--- config.mk ---
export PLATFORM = sky130hd
export DESIGN_NAME = pcrm_out_stage
export DESIGN_NICKNAME = d
export VERILOG_FILES = /design/src/pcrm_pkg.sv /design/src/pcrm_out_stage.sv
export SDC_FILE = /design/constraint.sdc
export NUM_CORES = 1
export LEC_CHECK = 0
export BUFFER_PORTS_ARGS = -buffer_cell sky130_fd_sc_hd__buf_4
export CAP_MARGIN = 20
export CORE_MARGIN = 4
export CORE_UTILIZATION = 41
export DETAILED_ROUTE_END_ITERATION = 12
export GPL_TIMING_DRIVEN = 0
export PLACE_DENSITY_LB_ADDON = 0.3
export SLEW_MARGIN = 20
export SYNTH_ARGS = -nofsm -noshare
export SYNTH_HDL_FRONTEND = slang
export SYNTH_SLANG_ARGS = --single-unit
--- constraint.sdc ---
create_clock -name clk -period 1.7 [get_ports clk]
set_clock_uncertainty 0.2 [all_clocks]
set_input_delay 0.17 -clock clk [delete_from_list [all_inputs] [get_ports clk]]
set_output_delay 0.17 -clock clk [all_outputs]
set_load 0.01 [all_outputs]
--- src/pcrm_pkg.sv ---
// pcrm_pkg: shared types, counter map and codes for the performance counter monitor
// used by every module under src; no dependencies of its own
`default_nettype none

package pcrm_pkg;

  // default counter width, handed to the top level parameter
  localparam int unsigned COUNTER_WIDTH_DEF = 64;

  // counter map
  localparam int unsigned NUM_COUNTERS = 28;
  localparam int unsigned CTR_IDX_W    = 5;
  localparam int unsigned IDX_CYCLES   = 0;
  localparam int unsigned IDX_RETIRE   = 1;
  localparam int unsigned IDX_INTR     = 2;
  localparam int unsigned IDX_DEVICE   = 3;
  localparam int unsigned IDX_FLAG0    = 4;
  localparam int unsigned NUM_FLAGCNT  = 13;
  localparam int unsigned IDX_EXCL0    = 17;
  localparam int unsigned NUM_EXCL     = 6;
  localparam int unsigned IDX_EPIS0    = 23;
  localparam int unsigned NUM_EPIS     = 5;
  localparam logic [CTR_IDX_W-1:0] IDX_SUM = 5'd28;

  // event flag positions
  localparam int unsigned FLG_ICACHE_WAIT = 5;
  localparam int unsigned FLG_DCACHE_WAIT = 6;
  localparam int unsigned FLG_LOAD_USE    = 7;
  localparam int unsigned FLG_DIV_WAIT    = 8;
  localparam int unsigned FLG_BR_FLUSH    = 10;
  localparam int unsigned FLG_COND_RECOV  = 13;
  localparam int unsigned FLG_JALR_RECOV  = 14;
  localparam int unsigned FLG_OTHER_RECOV = 15;

  // exclusive cause codes, offset from IDX_EXCL0
  typedef enum logic [2:0] {
    CAUSE_DCACHE   = 3'd0,
    CAUSE_DIV      = 3'd1,
    CAUSE_BR_FLUSH = 3'd2,
    CAUSE_LOAD_USE = 3'd3,
    CAUSE_ICACHE   = 3'd4,
    CAUSE_OTHER    = 3'd5
  } cause_t;

  // item kinds
  typedef enum logic [1:0] {
    KIND_TICK    = 2'd0,
    KIND_RETIRE  = 2'd1,
    KIND_READ    = 2'd2,
    KIND_RESTART = 2'd3
  } kind_t;

  // configuration register indexes
  typedef enum logic [1:0] {
    CFG_MONITOR_EN = 2'd0,
    CFG_ROI_EN     = 2'd1,
    CFG_ROI_START  = 2'd2,
    CFG_ROI_END    = 2'd3
  } cfg_idx_t;

  // one input word
  typedef struct packed {
    kind_t                kind;
    logic [15:0]          event_flags;
    logic [63:0]          retire_pc;
    logic                 retire_interrupt;
    logic                 retire_device;
    logic [CTR_IDX_W-1:0] counter_index;
  } item_t;

  // one result word
  typedef struct packed {
    logic [63:0] counter_value;
    logic        region_valid;
    logic        counting_now;
    logic        sum_matches;
    logic        bad_index;
  } rd_res_t;

endpackage

`default_nettype wire

--- src/pcrm_out_stage.sv ---
// pcrm_out_stage: result register with valid/stall handshake
// depends on pcrm_pkg for the result word type
`default_nettype none

module pcrm_out_stage (
  input  wire logic              clk,
  input  wire logic              rst_n,
  input  wire logic              load,
  input  wire pcrm_pkg::rd_res_t res_in,
  output logic                   out_free,
  output logic                   out_valid,
  input  wire logic              out_stall,
  output pcrm_pkg::rd_res_t      res_out
);
  import pcrm_pkg::*;

  logic    valid_r, valid_nxt;
  rd_res_t res_r;

  // register can take a word when empty or being drained
  assign out_free  = ~valid_r | ~out_stall;
  assign valid_nxt = load | (valid_r & out_stall);
  assign out_valid = valid_r;
  assign res_out   = res_r;

  always_ff @(posedge clk) begin
    if (!rst_n) begin
      valid_r <= 1'b0;
    end else begin
      valid_r <= valid_nxt;
    end
  end

  // payload
  always_ff @(posedge clk) begin
    if (load) begin
      res_r <= res_in;
    end
  end

endmodule

`default_nettype wire

==> impl_metrics.env, run 1 <==
export IMPL_clock_path_buffers=2
export IMPL_area_growth_pct=97.8
export IMPL_place_inst=280
export IMPL_die_y_um=79.2
export IMPL_routed_wirelength_mm=6.09
export IMPL_clock_latency_ns=0.32
export IMPL_status="complete, no violations"
export IMPL_cts_setup_buffers=0
export IMPL_synth_cells=72
export IMPL_pwr_density_cell_mw_per_mm2=933
export IMPL_cts_tree="done"
export IMPL_fp_dieW_um=79.2
export IMPL_vias=1556
export IMPL_path_clk_slew_ns=0.07
export IMPL_pwr_share_comb=0.149
export IMPL_report_final_slew_viol_count=0
export IMPL_mostFrequentLayoutCell="buf_4"
export IMPL_nFillCells=241
export IMPL_swShare=0.210
export IMPL_placed_cell_area_mm2=0.00322
export IMPL_syn_nets=144
export IMPL_grt_busiest_layer="met2"
export IMPL_vias_per_cell=4.24
export IMPL_critPathCaptureType="register"
export IMPL_ioPinCount=142
export IMPL_finalSetupTns_ns=0
export IMPL_clkSinkCount=69
export IMPL_netlist_area_mm2=0.00208
export IMPL_firstDrtPassIters=4
export IMPL_power_internal_mw=3.03
export IMPL_r2r_start="out_valid"
export IMPL_grt_usage=0.203
export IMPL_power_mw=3.83
export IMPL_rows=25
export IMPL_final_min_clock_period_ns=1.53
export IMPL_seq_power_share=0.537
export IMPL_hold_viol_final=0
export IMPL_gp_congestion=0.675
export IMPL_wl_per_cell_um=16.6
export IMPL_cts_buffers=9
export IMPL_grt_use_met1=0.218
export IMPL_setup_viol_count_final=0
export IMPL_fin_cells=367
export IMPL_num_nets_final=366
export IMPL_rsz0062_at_grt="no"
export IMPL_maxCapViolCount=0
export IMPL_core_area_mm2=0.00482
export IMPL_layout_drive_gt1_share=0.515
export IMPL_p_leak_nw=1.74
export IMPL_setup_worst_path_start_class="input port"
export IMPL_antenna_found_initial=0
export IMPL_slew_headroom=0.599
export IMPL_synth_cell_types=5
export IMPL_timing_final_crit_share=0.899
export IMPL_ys_seq_elements=69
export IMPL_worstMarginPinSlew_ns=0.601
export IMPL_clockPowerShare=0.313
export IMPL_min_path_cells=1
export IMPL_htreeDepth=3
export IMPL_endpoint="out_valid"
export IMPL_r2r_end="out_valid"
export IMPL_pre_cts_slack_ns=0.276
export IMPL_worst_slack_ns=0.171
export IMPL_grt_pass1_wl_mm=9.09
export IMPL_hold_path_class="input port to register"
export IMPL_rrSetupSlack_ns=0.24
export IMPL_drt_antenna_violating_nets=0
export IMPL_drc=0
export IMPL_fin_area_mm2=0.00411
export IMPL_synth_avg_cell_area_um2=28.8
export IMPL_rr_worst_depth=3
export IMPL_cp_required_ns=1.71
export IMPL_ys_seq_area_frac=0.993
export IMPL_p_sw_mw=0.804
export IMPL_gr_usage_met3=0.0918
export IMPL_final_cell_mix="140 x buf_4, 70 x dlygate4sd3_1, 68 x edfxtp_1"
export IMPL_max_freq_ghz=0.654
export IMPL_worstSetupPathType="input port to register"
export IMPL_port_buffers=141
export IMPL_grt_pass1_vias=1770
export IMPL_gr_total_overflow=0
export IMPL_critPathMaxFanout=1
export IMPL_grt_max_degree=70
export IMPL_arrival_ns=1.54
export IMPL_grt_use_met2=0.347
export IMPL_peakVddDrop_uv=820
export IMPL_drtIter0Drc=86
export IMPL_ys_warn_count=0
export IMPL_cts_root_buf="clkbuf_8"
export IMPL_startpoint="rst_n"
export IMPL_initial_core_util=0.431
export IMPL_dieArea_mm2=0.00627
[worst max-delay path, stage by stage]
cell and delay, ns:
dlygate4sd3_1 0.55, buf_4 0.14, nor2b_1 0.13, dlygate4sd3_1 0.55
[metal layers]
metal  share of wire  wire [um]
met5               0          0
met4           0.014         87
met3            0.12        726
met2            0.51       3080
met1            0.36       2190
[cell type report]
type	count	area, um2	share of cell area
Antenna cell	1	2.50	0.000609
Timing Repair Buffer	211	1760	0.429
Clock inverter	1	5.00	0.00122
Multi-Input combinational cell	3	15.0	0.00366
Sequential cell	69	2060	0.502
Tap cell	67	83.8	0.0204
Clock buffer	15	176	0.0429
[cells by family (layout without fill, tap and decap cells)]
logic type / Yosys count / after routing / share of synthesized area
flip-flops: 69 / 69 / 0.993
AND/OR/NAND/NOR: 2 / 2 / 0.00482
AO/OA/AOI/OAI: 1 / 1 / 0.00241
other: 0 / 1 / 0
buffers and inverters: 0 / 227 / 0
[metrics by stage]
step / utilization / hold WS (ns)
2_1_floorplan: - / 0.0689
3_3_place_gp: 0.668 / 0.148
3_5_place_dp: 0.668 / 0.149
4_1_cts: 0.851 / 0.273
5_1_grt: 0.852 / 0.144
6_report: 0.853 / 0.143
[worst min-delay path by stage]
stage,startpoint,end,slack [ns]
2_1_floorplan,res_in[0],res_out[0],0.07
3_3_place_gp,res_in[38],res_out[38],0.15
3_5_place_dp,res_in[35],res_out[35],0.15
4_1_cts,load,res_out[60],0.27
5_1_grt,load,res_out[20],0.14
6_report,load,res_out[1],0.14
[Yosys cell counts]
cell,number,share of area
edfxtp_1,68,0.98
a21oi_1,1,0.0024
dfxtp_1,1,0.0096
nand2_1,1,0.0018
nor2b_1,1,0.0030
[flip-flops by register name, indices dropped and copies added (netlist names)]
name / cells
res_out: 68
out_valid: 1
[power groups by stage]
stage          clock, mW  combinational [mW]  sequential (mW)
4_1_cts             1.22               0.563             2.05
3_5_place_dp           0               0.431             2.09
3_3_place_gp           0               0.424             2.08
5_1_grt             1.30               0.608             2.07
2_1_floorplan          0             0.00274             2.16
6_report            1.20               0.572             2.06
[what timing repair did]
item / 4_1_cts / 5_1_grt
gates resized for setup: 0 / 1
endpoints found under the hold margin: 69 / 0
endpoints found under the setup margin: 0 / 1
hold buffers: 70 / 0
Note: power is estimated with default switching activity, not from simulation.
==> inputs of run 2 (changes only) <==
--- a/config.mk
+++ b/config.mk
@@ -8,7 +8,7 @@
 export BUFFER_PORTS_ARGS = -buffer_cell sky130_fd_sc_hd__buf_4
 export CAP_MARGIN = 20
 export CORE_MARGIN = 4
-export CORE_UTILIZATION = 41
+export CORE_UTILIZATION = 40
 export DETAILED_ROUTE_END_ITERATION = 12
 export GPL_TIMING_DRIVEN = 0
 export PLACE_DENSITY_LB_ADDON = 0.3
==> constraint.sdc (replaced) <==
create_clock -name clk -period 1.6 [get_ports clk]
set_clock_uncertainty 0.2 [all_clocks]
set_input_delay 0.16 -clock clk [delete_from_list [all_inputs] [get_ports clk]]
set_output_delay 0.16 -clock clk [all_outputs]
set_load 0.01 [all_outputs]
==> run 2 against run 1 <==
Sequential share of layout area is 0.11 points higher; die area up 2.2%; flip-flop and latch count unchanged; design area shrank 0.21%; critical endpoint unchanged; highest routed layer unchanged.
==> impl_metrics.env, run 2 (synthesis gave the netlist of run 1 again) <==
export IMPL_status="complete, no violations"
export IMPL_r2r_end="out_valid"
export IMPL_critPathMaxFanout=69
export IMPL_place_inst=280
export IMPL_area_growth_pct=97.3
export IMPL_gp_congestion=0.665
export IMPL_timing_final_crit_share=0.972
export IMPL_final_min_clock_period_ns=1.56
export IMPL_r2r_start="out_valid"
export IMPL_antenna_cells=0
export IMPL_rr_worst_depth=3
export IMPL_grt_pass1_vias=1802
export IMPL_cts_tree="done"
export IMPL_fin_cells=365
export IMPL_port_buffers=141
export IMPL_worstMarginPinSlew_ns=0.847
export IMPL_rrSetupSlack_ns=0.16
export IMPL_clock_latency_ns=0.33
export IMPL_htreeDepth=3
export IMPL_setup_viol_count_final=0
export IMPL_vias=1623
export IMPL_num_nets_final=366
export IMPL_hold_path_class="input port to register"
export IMPL_power_mw=4.16
export IMPL_endpoint="out_valid"
export IMPL_rsz0062_at_grt="no"
export IMPL_initial_core_util=0.426
export IMPL_hold_slack_ns=0.261
export IMPL_cts_buffers=9
export IMPL_clock_path_buffers=2
export IMPL_nFillCells=251
export IMPL_grt_usage=0.233
export IMPL_vias_per_cell=4.45
export IMPL_firstDrtPassIters=4
export IMPL_largest_register_ffs=68
export IMPL_drtIter0Drc=107
export IMPL_report_final_slew_viol_count=0
export IMPL_finalSetupTns_ns=0
export IMPL_layout_drive_gt1_share=0.523
export IMPL_pre_cts_slack_ns=0.192
export IMPL_routed_wirelength_mm=7.15
export IMPL_path_clk_slew_ns=0.07
export IMPL_maxCapViolCount=0
export IMPL_fin_util=0.840
export IMPL_gr_total_overflow=0
export IMPL_drt_antenna_violating_nets=0
export IMPL_die_y_um=80.1
export IMPL_worstSetupPathType="input port to register"
export IMPL_grt_pass1_wl_mm=10.3
export IMPL_antenna_found_initial=0
export IMPL_placed_cell_area_mm2=0.00322
export IMPL_grt_max_degree=70
export IMPL_startpoint="load"
export IMPL_peakVddDrop_uv=647
export IMPL_pwr_density_cell_mw_per_mm2=1010
export IMPL_cts_root_buf="clkbuf_8"
export IMPL_mostFrequentLayoutCell="buf_4"
export IMPL_clkSinkCount=69
export IMPL_slew_headroom=0.436
export IMPL_dieArea_mm2=0.00641
export IMPL_ioPinCount=142
export IMPL_worst_slack_ns=0.0448
export IMPL_hold_viol_final=0
export IMPL_rows=25
export IMPL_fp_dieW_um=80.1
export IMPL_final_cell_mix="141 x buf_4, 70 x dlygate4sd3_1, 68 x edfxtp_1"
export IMPL_drc=0
export IMPL_critPathCaptureType="register"
export IMPL_max_freq_ghz=0.643
export IMPL_p_leak_nw=1.75
export IMPL_core_area_mm2=0.00488
export IMPL_arrival_ns=1.64
export IMPL_wl_per_cell_um=19.6
export IMPL_setup_worst_path_start_class="input port"
export IMPL_cp_required_ns=1.68
export IMPL_fin_area_mm2=0.00410
==> run 2: changes by cell type in the layout (fill, tap and decap cells not counted), sizes merged <==
cell    change
bufinv      +1
clkinv      +4
clkbuf      -6
diode       -1
==> run 2: worst min-delay path by stage <==
stage / cells past startpoint / startpoint / endpoint
after floorplan: 0 / res_in[0] / res_out[0]
after global placement: 1 / res_in[37] / res_out[37]
after detailed placement: 1 / res_in[33] / res_out[33]
after CTS: 1 / load / res_out[61]
after global routing: 1 / load / res_out[19]
final: 1 / load / res_out[32]
==> run 2: routing by layer <==
metal	GRT usage	vias to the layer above	share of wire
met5	0	-	0
met4	0.105	0	0.024
met3	0.0863	13	0.095
met2	0.425	110	0.55
met1	0.235	767	0.33
li1	-	733	-
==> run 2: layout make-up <==
cell class | count | area (um2) | share of cell area
Clock buffer | 9 | 124 | 0.0302
Clock inverter | 6 | 55.1 | 0.0134
Multi-Input combinational cell | 3 | 15.0 | 0.00366
Sequential cell | 69 | 2060 | 0.503
Tap cell | 67 | 83.8 | 0.0205
Timing Repair Buffer | 211 | 1760 | 0.429
==> run 2: worst max-delay path, stage by stage <==
cell           delay (ns)
buf_4                0.63
a21oi_1              0.11
nor2b_1              0.14
dlygate4sd3_1        0.54
==> run 2: power breakdown <==
| part | internal, mW | switching, mW | leakage (nW) |
|---|---|---|---|
| logic | 0.382 | 0.239 | 0.976 |
| registers | 2.15 | 0.0517 | 0.674 |
| clock network | 0.697 | 0.640 | 0.0984 |
==> run 2: repair_timing <==
item,4_1_cts,5_1_grt
hold buffers,70,0
hold endpoints to repair,69,0
buffers inserted,0,0
resized for setup,0,0
