## src/pcrm_pkg.sv

```systemverilog
// pcrm_pkg: shared types, counter map and codes for the performance counter monitor
// used by every module under src; no dependencies of its own
`default_nettype none

package pcrm_pkg;

  // default counter width, handed to the top level parameter
  localparam int unsigned COUNTER_WIDTH_DEF = 64;

  // counter map
  localparam int unsigned NUM_COUNTERS = 28;
  localparam int unsigned CTR_IDX_W    = 5;
  localparam int unsigned IDX_CYCLES   = 0;
  localparam int unsigned IDX_RETIRE   = 1;
  localparam int unsigned IDX_INTR     = 2;
  localparam int unsigned IDX_DEVICE   = 3;
  localparam int unsigned IDX_FLAG0    = 4;
  localparam int unsigned NUM_FLAGCNT  = 13;
  localparam int unsigned IDX_EXCL0    = 17;
  localparam int unsigned NUM_EXCL     = 6;
  localparam int unsigned IDX_EPIS0    = 23;
  localparam int unsigned NUM_EPIS     = 5;
  localparam logic [CTR_IDX_W-1:0] IDX_SUM = 5'd28;

  // event flag positions
  localparam int unsigned FLG_ICACHE_WAIT = 5;
  localparam int unsigned FLG_DCACHE_WAIT = 6;
  localparam int unsigned FLG_LOAD_USE    = 7;
  localparam int unsigned FLG_DIV_WAIT    = 8;
  localparam int unsigned FLG_BR_FLUSH    = 10;
  localparam int unsigned FLG_COND_RECOV  = 13;
  localparam int unsigned FLG_JALR_RECOV  = 14;
  localparam int unsigned FLG_OTHER_RECOV = 15;

  // exclusive cause codes, offset from IDX_EXCL0
  typedef enum logic [2:0] {
    CAUSE_DCACHE   = 3'd0,
    CAUSE_DIV      = 3'd1,
    CAUSE_BR_FLUSH = 3'd2,
    CAUSE_LOAD_USE = 3'd3,
    CAUSE_ICACHE   = 3'd4,
    CAUSE_OTHER    = 3'd5
  } cause_t;

  // item kinds
  typedef enum logic [1:0] {
    KIND_TICK    = 2'd0,
    KIND_RETIRE  = 2'd1,
    KIND_READ    = 2'd2,
    KIND_RESTART = 2'd3
  } kind_t;

  // configuration register indexes
  typedef enum logic [1:0] {
    CFG_MONITOR_EN = 2'd0,
    CFG_ROI_EN     = 2'd1,
    CFG_ROI_START  = 2'd2,
    CFG_ROI_END    = 2'd3
  } cfg_idx_t;

  // one input word
  typedef struct packed {
    kind_t                kind;
    logic [15:0]          event_flags;
    logic [63:0]          retire_pc;
    logic                 retire_interrupt;
    logic                 retire_device;
    logic [CTR_IDX_W-1:0] counter_index;
  } item_t;

  // one result word
  typedef struct packed {
    logic [63:0] counter_value;
    logic        region_valid;
    logic        counting_now;
    logic        sum_matches;
    logic        bad_index;
  } rd_res_t;

endpackage

`default_nettype wire

```

## src/pcrm_in_stage.sv

```systemverilog
// pcrm_in_stage: input register with valid/stall handshake
// depends on pcrm_pkg for the item word type
`default_nettype none

module pcrm_in_stage (
  input  wire logic           clk,
  input  wire logic           rst_n,
  input  wire logic           in_valid,
  output logic                in_stall,
  input  wire pcrm_pkg::item_t in_item,
  input  wire logic           adv,
  output logic                item_valid,
  output pcrm_pkg::item_t     item
);
  import pcrm_pkg::*;

  logic  valid_r, valid_nxt;
  item_t item_r;

  // hold while the registered word cannot move on
  assign in_stall   = valid_r & ~adv;
  assign valid_nxt  = in_stall ? valid_r : in_valid;
  assign item_valid = valid_r;
  assign item       = item_r;

  always_ff @(posedge clk) begin
    if (!rst_n) begin
      valid_r <= 1'b0;
    end else begin
      valid_r <= valid_nxt;
    end
  end

  // payload
  always_ff @(posedge clk) begin
    if (!in_stall) begin
      item_r <= in_item;
    end
  end

endmodule

`default_nettype wire

```

## config.mk

```make
export PLATFORM = sky130hd
export DESIGN_NAME = pcrm_in_stage
export DESIGN_NICKNAME = d
export VERILOG_FILES = /design/src/pcrm_pkg.sv /design/src/pcrm_in_stage.sv
export SDC_FILE = /design/constraint.sdc
export NUM_CORES = 1
export LEC_CHECK = 0
export BUFFER_PORTS_ARGS = -buffer_cell sky130_fd_sc_hd__buf_2
export CAP_MARGIN = 40
export CORE_MARGIN = 2
export CORE_UTILIZATION = 44
export DETAILED_ROUTE_END_ITERATION = 10
export HOLD_SLACK_MARGIN = 0.02
export PLACE_DENSITY = 0.84
export RECOVER_POWER = 100
export SYNTH_ARGS = -nofsm -noshare
export SYNTH_HDL_FRONTEND = slang
export SYNTH_SLANG_ARGS = --single-unit
```

## constraint.sdc

```tcl
create_clock -name clk -period 2.6 [get_ports clk]
set_input_delay 0.39 -clock clk [delete_from_list [all_inputs] [get_ports clk]]
set_output_delay 0.39 -clock clk [all_outputs]
set_load 0.01 [all_outputs]
```

==> results of run 1 <==
[flip-flops by register name, indices dropped and copies added, names as in the netlist]
name        cells
item           89
item_valid      1
[power breakdown]
part / internal (mW) / leakage [nW] / switching, mW / total (mW)
logic: 0.0881 / 0.491 / 0.132 / 0.220
clock network: 0.451 / 0.0998 / 0.487 / 0.938
registers: 1.70 / 0.931 / 0.0255 / 1.73
total: 2.24 / 1.52 / 0.644 / 2.89
[layer usage]
metal  vias up  GRT usage [%]  routed length (um)
met5         -              0                  17
met4         2           7.70                 141
met3        16           7.28                 637
met2       109           27.8                3040
met1       733           17.6                1980
li1        763              -                   -
[critical path: stages, from the launching register on]
cell	delay, ns
dfxtp_1	0.32
nand2b_2	0.78
inv_2	0.06
clkbuf_1	0.16
[final timing paths]
| kind | to | start | slack, ns |
|---|---|---|---|
| setup / recovery | in_stall | item_valid | 0.56 |
| hold / removal | item[72] | in_item[72] | 0.22 |
| setup reg to reg | item[42] | item_valid | 0.82 |
| hold reg to reg | item_valid | item_valid | 1.29 |
[per-stage QoR]
stage | total power, mW | hold slack [ns] | cell area, um2 | util (%) | std cells
floorplan | 1.84 | 0.489 | 2720 | - | 93
global placement | 2.00 | 0.566 | 3750 | 62.9 | 352
detailed placement | 2.01 | 0.568 | 3750 | 62.9 | 352
CTS | 2.93 | 0.203 | 3950 | 66.3 | 368
global route | 2.99 | 0.198 | 3830 | 64.3 | 368
finish | 2.89 | 0.217 | 3830 | 64.3 | 368
[final cells by class]
class                   instances  area (um2)
clock buffers                   9         124
clock inverters                 7        77.6
fillers                       493        2130
inverters                       1        3.75
multi-input cells               2        16.3
flip-flops and latches         90        2690
well taps                      75        93.8
repair buffers                184         822
[cells in the final DEF, fill, tap and decap left out, drive strengths merged]
cell type and count:
edfxtp 89, bufinv 1, clkinv 4, o21a 1, inv 2, dfxtp 1, nand2b 1, clkinvlp 1
buf 93, clkbuf 100
[cells by family after synthesis]
logic type | synth area share, %
AOI/OAI and AO/OA | 0.276
buffers and inverters | 0.138
DFF | 99.1
and+or+nand+nor | 0.506
==> results.toml, run 1 <==
[outcome]
outcome = "finished clean"

[global_route]
grt_max_degree = 47
grt_pass1_wl_mm = 7.78
grt_pass1_vias = 1584
antenna_found_initial = 1
grt_overflow_total = 0
grtUsageTotal_pct = 16.4

[synthesis]
async_reset_ff_share_pct = 0
synth_area_leaders = "edfxtp_1 98%, dfxtp_1 0.74%, nand2b_4 0.51%"
syn_nets = 186
syn_area_mm2 = 0.00272
yosysWarningCount = 0
synth-seq-cells = 90
synth_flop_cell = "edfxtp_1"
synth_cell_types = 5
synthTopCellsByCount = "89 x edfxtp_1, 1 x dfxtp_1, 1 x inv_2, 1 x nand2b_4, 1 x o21a_1"
netlist_instances = 93
synth_top_area_cell = "edfxtp_1"
synth_area_per_cell_um2 = 29.2
ys_seq_area_share_pct = 99.1
synth-edff-count = 89
yosysTopAreaCellShare_pct = 98.3
synth.most_common_cell = "edfxtp_1"

[route]
ant_nets = 0
wirelength_mm = 5.81
avgViaCountPerCell = 4.41
route.vias.total = 1623
remaining_drc_errors = 0
wl_per_cell_um = 15.8
drtIter0Drc = 86
drt-pass1-iter-count = 4

[layout]
n_antenna_cell = 0
area_delta_synth_final_pct = 40.9
nets = 381
drive_gt1_share_pct = 37.9

[setup_path]
startpoint_type = "flip-flop"
cp-end-kind = "output pin"
critPathArrivalTime_ns = 1.65
cp.required_ns = 2.21
timing_worst_setup_path_type = "reg2out"
cp_max_fo = 46
reg2reg_depth = 2

[cts]
cts_buffer_depth = 2
numCtsBuffers = 9
clk_latency_ns = 0.34
cts-root-buf = "clkbuf_8"
h-tree-depth = 3
path_clk_slew_ns = 0.09
cts_sinks = 90
hold_buffers = 0
postCtsResizedCells = 0
cts_tree = "done"
postCtsSetupBuffers = 0

[sta]
finClkSkew_ns = 0.0103
hold_viol = 0
tightest_slew_ns = 1.13
setup_tns_ns = 0
period_share_pct = 78.3
fin_ws_ns = 0.563
rsz0062_at_grt = "false"
clock.fmax_ghz = 0.491
finalSetupViolCount = 0
relSlewSlack_pct = 25.0
maxSlewViolCount = 0
fin_crit_ns = 2.04

[worst_hold_path]
hp-class = "in2reg"
min_path_cells = 1

[floorplan]
initial_utilization_pct = 45.6
design.core.area_mm2 = 0.00596
die_area_mm2 = 0.00682
die_width_um = 82.6
ios = 184
die_y_um = 82.6
num_rows = 28

[power]
power.leakage_nw = 1.52
peakVddDrop_v = 0.000576
power.density_mw_per_mm2 = 754

[placed_design]
gp_congestion = 0.713
pre_cts_ws_ns = 0.922
place.port_buffers = 183
dpl.hpwl_mm = 4.37

[job]
max-cap-violations = 0
Power figures use the tool's default switching activity.
==> inputs of run 2 (changes only) <==
Settings changed: ABC_AREA set to 1, CORE_UTILIZATION 44 to 37, PLACE_DENSITY 0.84 to 0.75.
Clock period 2.6 ns to 1.7 ns, I/O delays scaled along.
==> run 2 against run 1 <==
  * Area after synthesis up 0.18%
  * Global-route usage down 1.4 points
  * First-iteration DRC count up 14%
  * Combinational power up 53%
  * Non-clock buffer count up 1
  * Die area up 18%
  * Critical path depth down 1
  * Sequential power up 53%
  * Critical endpoint is now item[60]
==> results.toml, run 2 <==
[outcome]
outcome = "finished clean"

[power]
power.density_mw_per_mm2 = 1200
power.leakage_nw = 1.54
peakVddDrop_v = 0.000690

[synthesis]
synth_flop_cell = "edfxtp_1"
synthTopCellsByCount = "89 x edfxtp_1, 4 x inv_1, 1 x a21oi_2, 1 x dfxtp_1, 1 x nand2_2"
synth_cell_types = 5
synth_top_area_cell = "edfxtp_1"
ys_seq_area_share_pct = 98.9
synth_area_leaders = "edfxtp_1 98%, dfxtp_1 0.74%, inv_1 0.55%"
netlist_instances = 96
synth.most_common_cell = "edfxtp_1"
async_reset_ff_share_pct = 0
synth-seq-cells = 90
syn_area_mm2 = 0.00272
synth-edff-count = 89
synth_area_per_cell_um2 = 28.4
syn_nets = 189
yosysTopAreaCellShare_pct = 98.2
yosysWarningCount = 0

[cts]
cts_sinks = 90
clk_latency_ns = 0.34
h-tree-depth = 3
path_clk_slew_ns = 0.09
cts-root-buf = "clkbuf_8"
cts_buffer_depth = 2
postCtsResizedCells = 0
postCtsSetupBuffers = 0
hold_buffers = 0
numCtsBuffers = 9
cts_tree = "done"

[placed_design]
dp_cells = 380
placed_area_mm2 = 0.00381
place.port_buffers = 183
gp_congestion = 0.687

[sta]
rsz0062_at_grt = "false"
clock.fmax_ghz = 0.679
hold_viol = 0
period_share_pct = 86.6
fin_crit_ns = 1.47
setup_tns_ns = 0
tightest_slew_ns = 0.498
finClkSkew_ns = 0.0122
finalSetupViolCount = 0
relSlewSlack_pct = 66.8
maxSlewViolCount = 0

[global_route]
grt_pass1_vias = 1685
grtUsageTotal_pct = 15.0
antenna_found_initial = 0
grt_max_degree = 37
grt_overflow_total = 0
grt_pass1_wl_mm = 8.92

[setup_path]
cp-end-kind = "flip-flop"
cp.buffers_inverters = 1
cp_max_fo = 36
timing_worst_setup_path_type = "reg2reg"
cpPeakStageDelay_ns = 0.52
startpoint_type = "flip-flop"
rr_startpoint = "item_valid"
crit_chain = "nand2_4 -> clkbuf_4"
critPathArrivalTime_ns = 1.45
worst_path_dominant_cell_family = "buffers and inverters"
cp.required_ns = 1.68
cp_slowest_cell = "clkbuf_4"
startpoint = "item_valid"

[route]
avgViaCountPerCell = 4.18
drt-pass1-iter-count = 4
wl_per_cell_um = 15.3
remaining_drc_errors = 0
wirelength_mm = 6.06
ant_nets = 0
route.vias.total = 1655
drtIter0Drc = 98

[layout]
final_cell_mix = "101 x clkbuf_1, 89 x edfxtp_1, 82 x buf_2, 9 x clkbuf_8, 4 x inv_1"
nets = 385
postLayoutCellArea_mm2 = 0.00390
final_common_cell = "clkbuf_1"
n_antenna_cell = 0
final_cell_count_no_fill = 396
largest_reg_flops = 89
area_delta_synth_final_pct = 43.1
postLayoutCoreUtil_pct = 54.3
drive_gt1_share_pct = 34.0

[floorplan]
die_width_um = 89.8
design.core.area_mm2 = 0.00718
die_y_um = 89.8
initial_utilization_pct = 37.9
die_area_mm2 = 0.00806
num_rows = 31
ios = 184

[worst_hold_path]
hp-class = "in2reg"
hp-start = "in_item[23]"

[job]
max-cap-violations = 0
## run 2: cell count changes after synthesis, sizes merged
| cell | before | now |
|---|---|---|
| a21oi | 0 | 1 |
| inv | 1 | 4 |
| nand2 | 0 | 1 |
| nand2b | 1 | 0 |
| o21a | 1 | 0 |
## run 2: per-stage QoR
step	hold slack, ns	power, mW	setup slack, ns
6_report	0.0775	4.67	0.228
5_1_grt	0.0490	4.85	0.120
4_1_cts	0.0559	4.77	0.276
3_5_place_dp	0.433	3.09	0.446
3_3_place_gp	0.431	3.07	0.471
2_1_floorplan	0.354	2.81	0.251
## run 2: worst paths after layout
path | slack, ns | endpoint | depth (start not counted)
min | 0.08 | item[23] | 1
min reg2reg | 0.74 | item[70] | 1
max reg2reg | 0.23 | item[60] | 2
max | 0.23 | item[60] | 2
## run 2: cells by family (layout without fill, tap and decap cells)
group | Yosys count | in the layout | share of synthesized area (%)
AND/OR/NAND/NOR | 1 | 1 | 0.230
AO/OA/AOI/OAI | 1 | 1 | 0.322
flip-flops | 90 | 90 | 98.9
buffers and inverters | 4 | 205 | 0.551
## run 2: routing by layer
metal / global-route usage [%] / part of all wire, % / up-vias / wire [um]
met5: 0 / 0 / - / 0
met4: 4.62 / 0.99 / 0 / 60
met3: 6.37 / 8.4 / 6 / 510
met2: 24.7 / 50 / 102 / 3000
met1: 18.1 / 41 / 777 / 2480
li1: - / - / 770 / -
## run 2: final cells by class
| class | instances | area (um2) |
|---|---|---|
| clock buffer | 9 | 124 |
| clock inverter | 7 | 116 |
| fill | 644 | 3280 |
| inverter | 4 | 15.0 |
| multi-input combinational | 2 | 20.0 |
| sequential | 90 | 2690 |
| tap | 99 | 124 |
| timing repair buffer | 185 | 805 |
## run 2: worst register-to-register path, delay by kind of cell, from the launching register on
kind / cells / cell delay [ns]
buffers and inverters: 1 / 0.52
AND/OR/NAND/NOR: 1 / 0.23
flip-flops: 1 / 0.34
## run 2: power breakdown
group / total [mW] / switching, mW / leakage (nW) / internal (mW)
clock: 1.69 / 0.709 / 0.121 / 0.977
combinational: 0.337 / 0.207 / 0.485 / 0.130
sequential: 2.65 / 0.0413 / 0.931 / 2.61
==> inputs of run 3 (changes only) <==
Settings changed: PLACE_DENSITY 0.75 to 0.74.
==> run 3 against run 2 <==
  * Routed wire length is 0.38% lower
  * Clock-buffer cell count is the same
  * Sequential cell count did not move
  * Global-route usage hardly changed
  * Worst setup slack lost 0.032 ns
  * Total power shrank 8.8%
  * Largest cell class unchanged
  * Largest power group unchanged
  * Highest routed layer unchanged
==> results.toml, run 3 (same netlist as run 2, synthesis figures left out) <==
[job]
max-cap-violations = 0

[setup_path]
critPathArrivalTime_ns = 1.49
timing_worst_setup_path_type = "reg2reg"
r2r_end = "item[15]"
cpPeakStageDelay_ns = 0.52
cp_max_fo = 24
cp.required_ns = 1.68
rr_startpoint = "item_valid"
reg2reg_depth = 2
regToRegSetupSlack_ns = 0.20
crit_chain = "nand2_4 -> buf_2"
cp_slowest_cell = "buf_2"
startpoint_type = "flip-flop"
worst_path_dominant_cell_family = "buffers and inverters"
cp.buffers_inverters = 1
cp-end-kind = "flip-flop"

[floorplan]
initial_utilization_pct = 37.9
die_y_um = 89.8
die_area_mm2 = 0.00806
design.core.area_mm2 = 0.00718
ios = 184
die_width_um = 89.8
num_rows = 31

[route]
route.vias.total = 1677
drt-pass1-iter-count = 4
wirelength_mm = 6.03
remaining_drc_errors = 0
ant_nets = 0
avgViaCountPerCell = 4.19
wl_per_cell_um = 15.1
drtIter0Drc = 68

[global_route]
grt_overflow_total = 0
grtUsageTotal_pct = 15.0
grt_pass1_vias = 1767
grt_pass1_wl_mm = 8.94
grt_max_degree = 29
antenna_found_initial = 3

[sta]
maxSlewViolCount = 0
rsz0062_at_grt = "false"
clock.fmax_ghz = 0.665
period_share_pct = 88.5
relSlewSlack_pct = 64.6
finClkSkew_ns = 0.0111
finalSetupViolCount = 0
hold_viol = 0
setup_tns_ns = 0
tightest_slew_ns = 0.531
fin_crit_ns = 1.50

[worst_hold_path]
hp-class = "in2reg"
min_to = "item[74]"
hp-start = "in_item[74]"
min_path_cells = 1

[cts]
cts_sinks = 90
cts_tree = "done"
h-tree-depth = 3
postCtsSetupBuffers = 0
postCtsResizedCells = 0
clk_latency_ns = 0.35
hold_buffers = 0
cts_buffer_depth = 2
cts-root-buf = "clkbuf_8"
numCtsBuffers = 9
path_clk_slew_ns = 0.10

[layout]
area_delta_synth_final_pct = 42.0
multi_input_area_um2 = 20.0
regArea_mm2 = 0.00269
fillers = 630
drive_gt1_share_pct = 37.2
largest_reg_flops = 89
nets = 386
final_cell_count_no_fill = 400
final_cell_mix = "92 x buf_2, 92 x clkbuf_1, 89 x edfxtp_1, 9 x clkbuf_8, 4 x inv_1"

[power]
power.density_mw_per_mm2 = 1100
power.leakage_nw = 1.53
peakVddDrop_v = 0.000604

[placed_design]
place.port_buffers = 183
dp_cells = 381
gp_congestion = 0.748

[outcome]
outcome = "finished clean"
-- run 3: cell types whose count changed in the layout (fill, tap and decap cells not counted) --
cell and delta:
diode_2 +3, bufinv_16 -3, clkbuf_1 -9, clkbuf_2 +1
clkbuf_4 -2, buf_12 +1, clkinv_2 -1, clkinvlp_4 +2
clkinv_4 +2, buf_2 +10
-- run 3: worst max-delay path by stage --
stage               start        to  slack [ns]  cells past startpoint
3_5_place_dp          adv  item[74]        0.45                      4
4_1_cts        item_valid  in_stall        0.19                      3
3_3_place_gp          adv  item[82]        0.47                      4
5_1_grt        item_valid  item[15]        0.09                      2
2_1_floorplan  item_valid  in_stall        0.25                      2
6_report       item_valid  item[15]        0.20                      2
-- run 3: report_power, final --
| part | leakage, nW | internal (mW) | switching (mW) |
|---|---|---|---|
| registers | 0.931 | 2.60 | 0.0408 |
| clock network | 0.0835 | 0.538 | 0.733 |
| logic | 0.518 | 0.136 | 0.205 |
-- run 3: cell type report --
class                   instances  area share [%]
multi-input cells               2           0.518
repair buffers                186            21.5
clock buffers                   9            3.20
well taps                      99            3.20
inverters                       4           0.388
diodes                          3           0.194
clock inverters                 7            1.39
flip-flops and latches         90            69.6
-- run 3: layer usage --
metal	vias up	track usage [%]	part of all wire, %
li1	779	-	-
met1	778	15.7	36
met2	108	25.2	51
met3	12	6.71	11
met4	0	8.46	2.6
met5	-	0	0
-- run 3: per-stage QoR --
step	power, mW	hold slack (ns)	util [%]	setup slack [ns]	cell area [um2]
floorplan	2.81	0.354	-	0.251	2730
global placement	3.07	0.431	53.3	0.467	3830
detailed placement	3.09	0.433	53.3	0.447	3830
CTS	4.36	0.0472	55.8	0.188	4010
global route	4.42	0.0450	53.8	0.0915	3860
finish	4.26	0.0704	53.9	0.196	3870
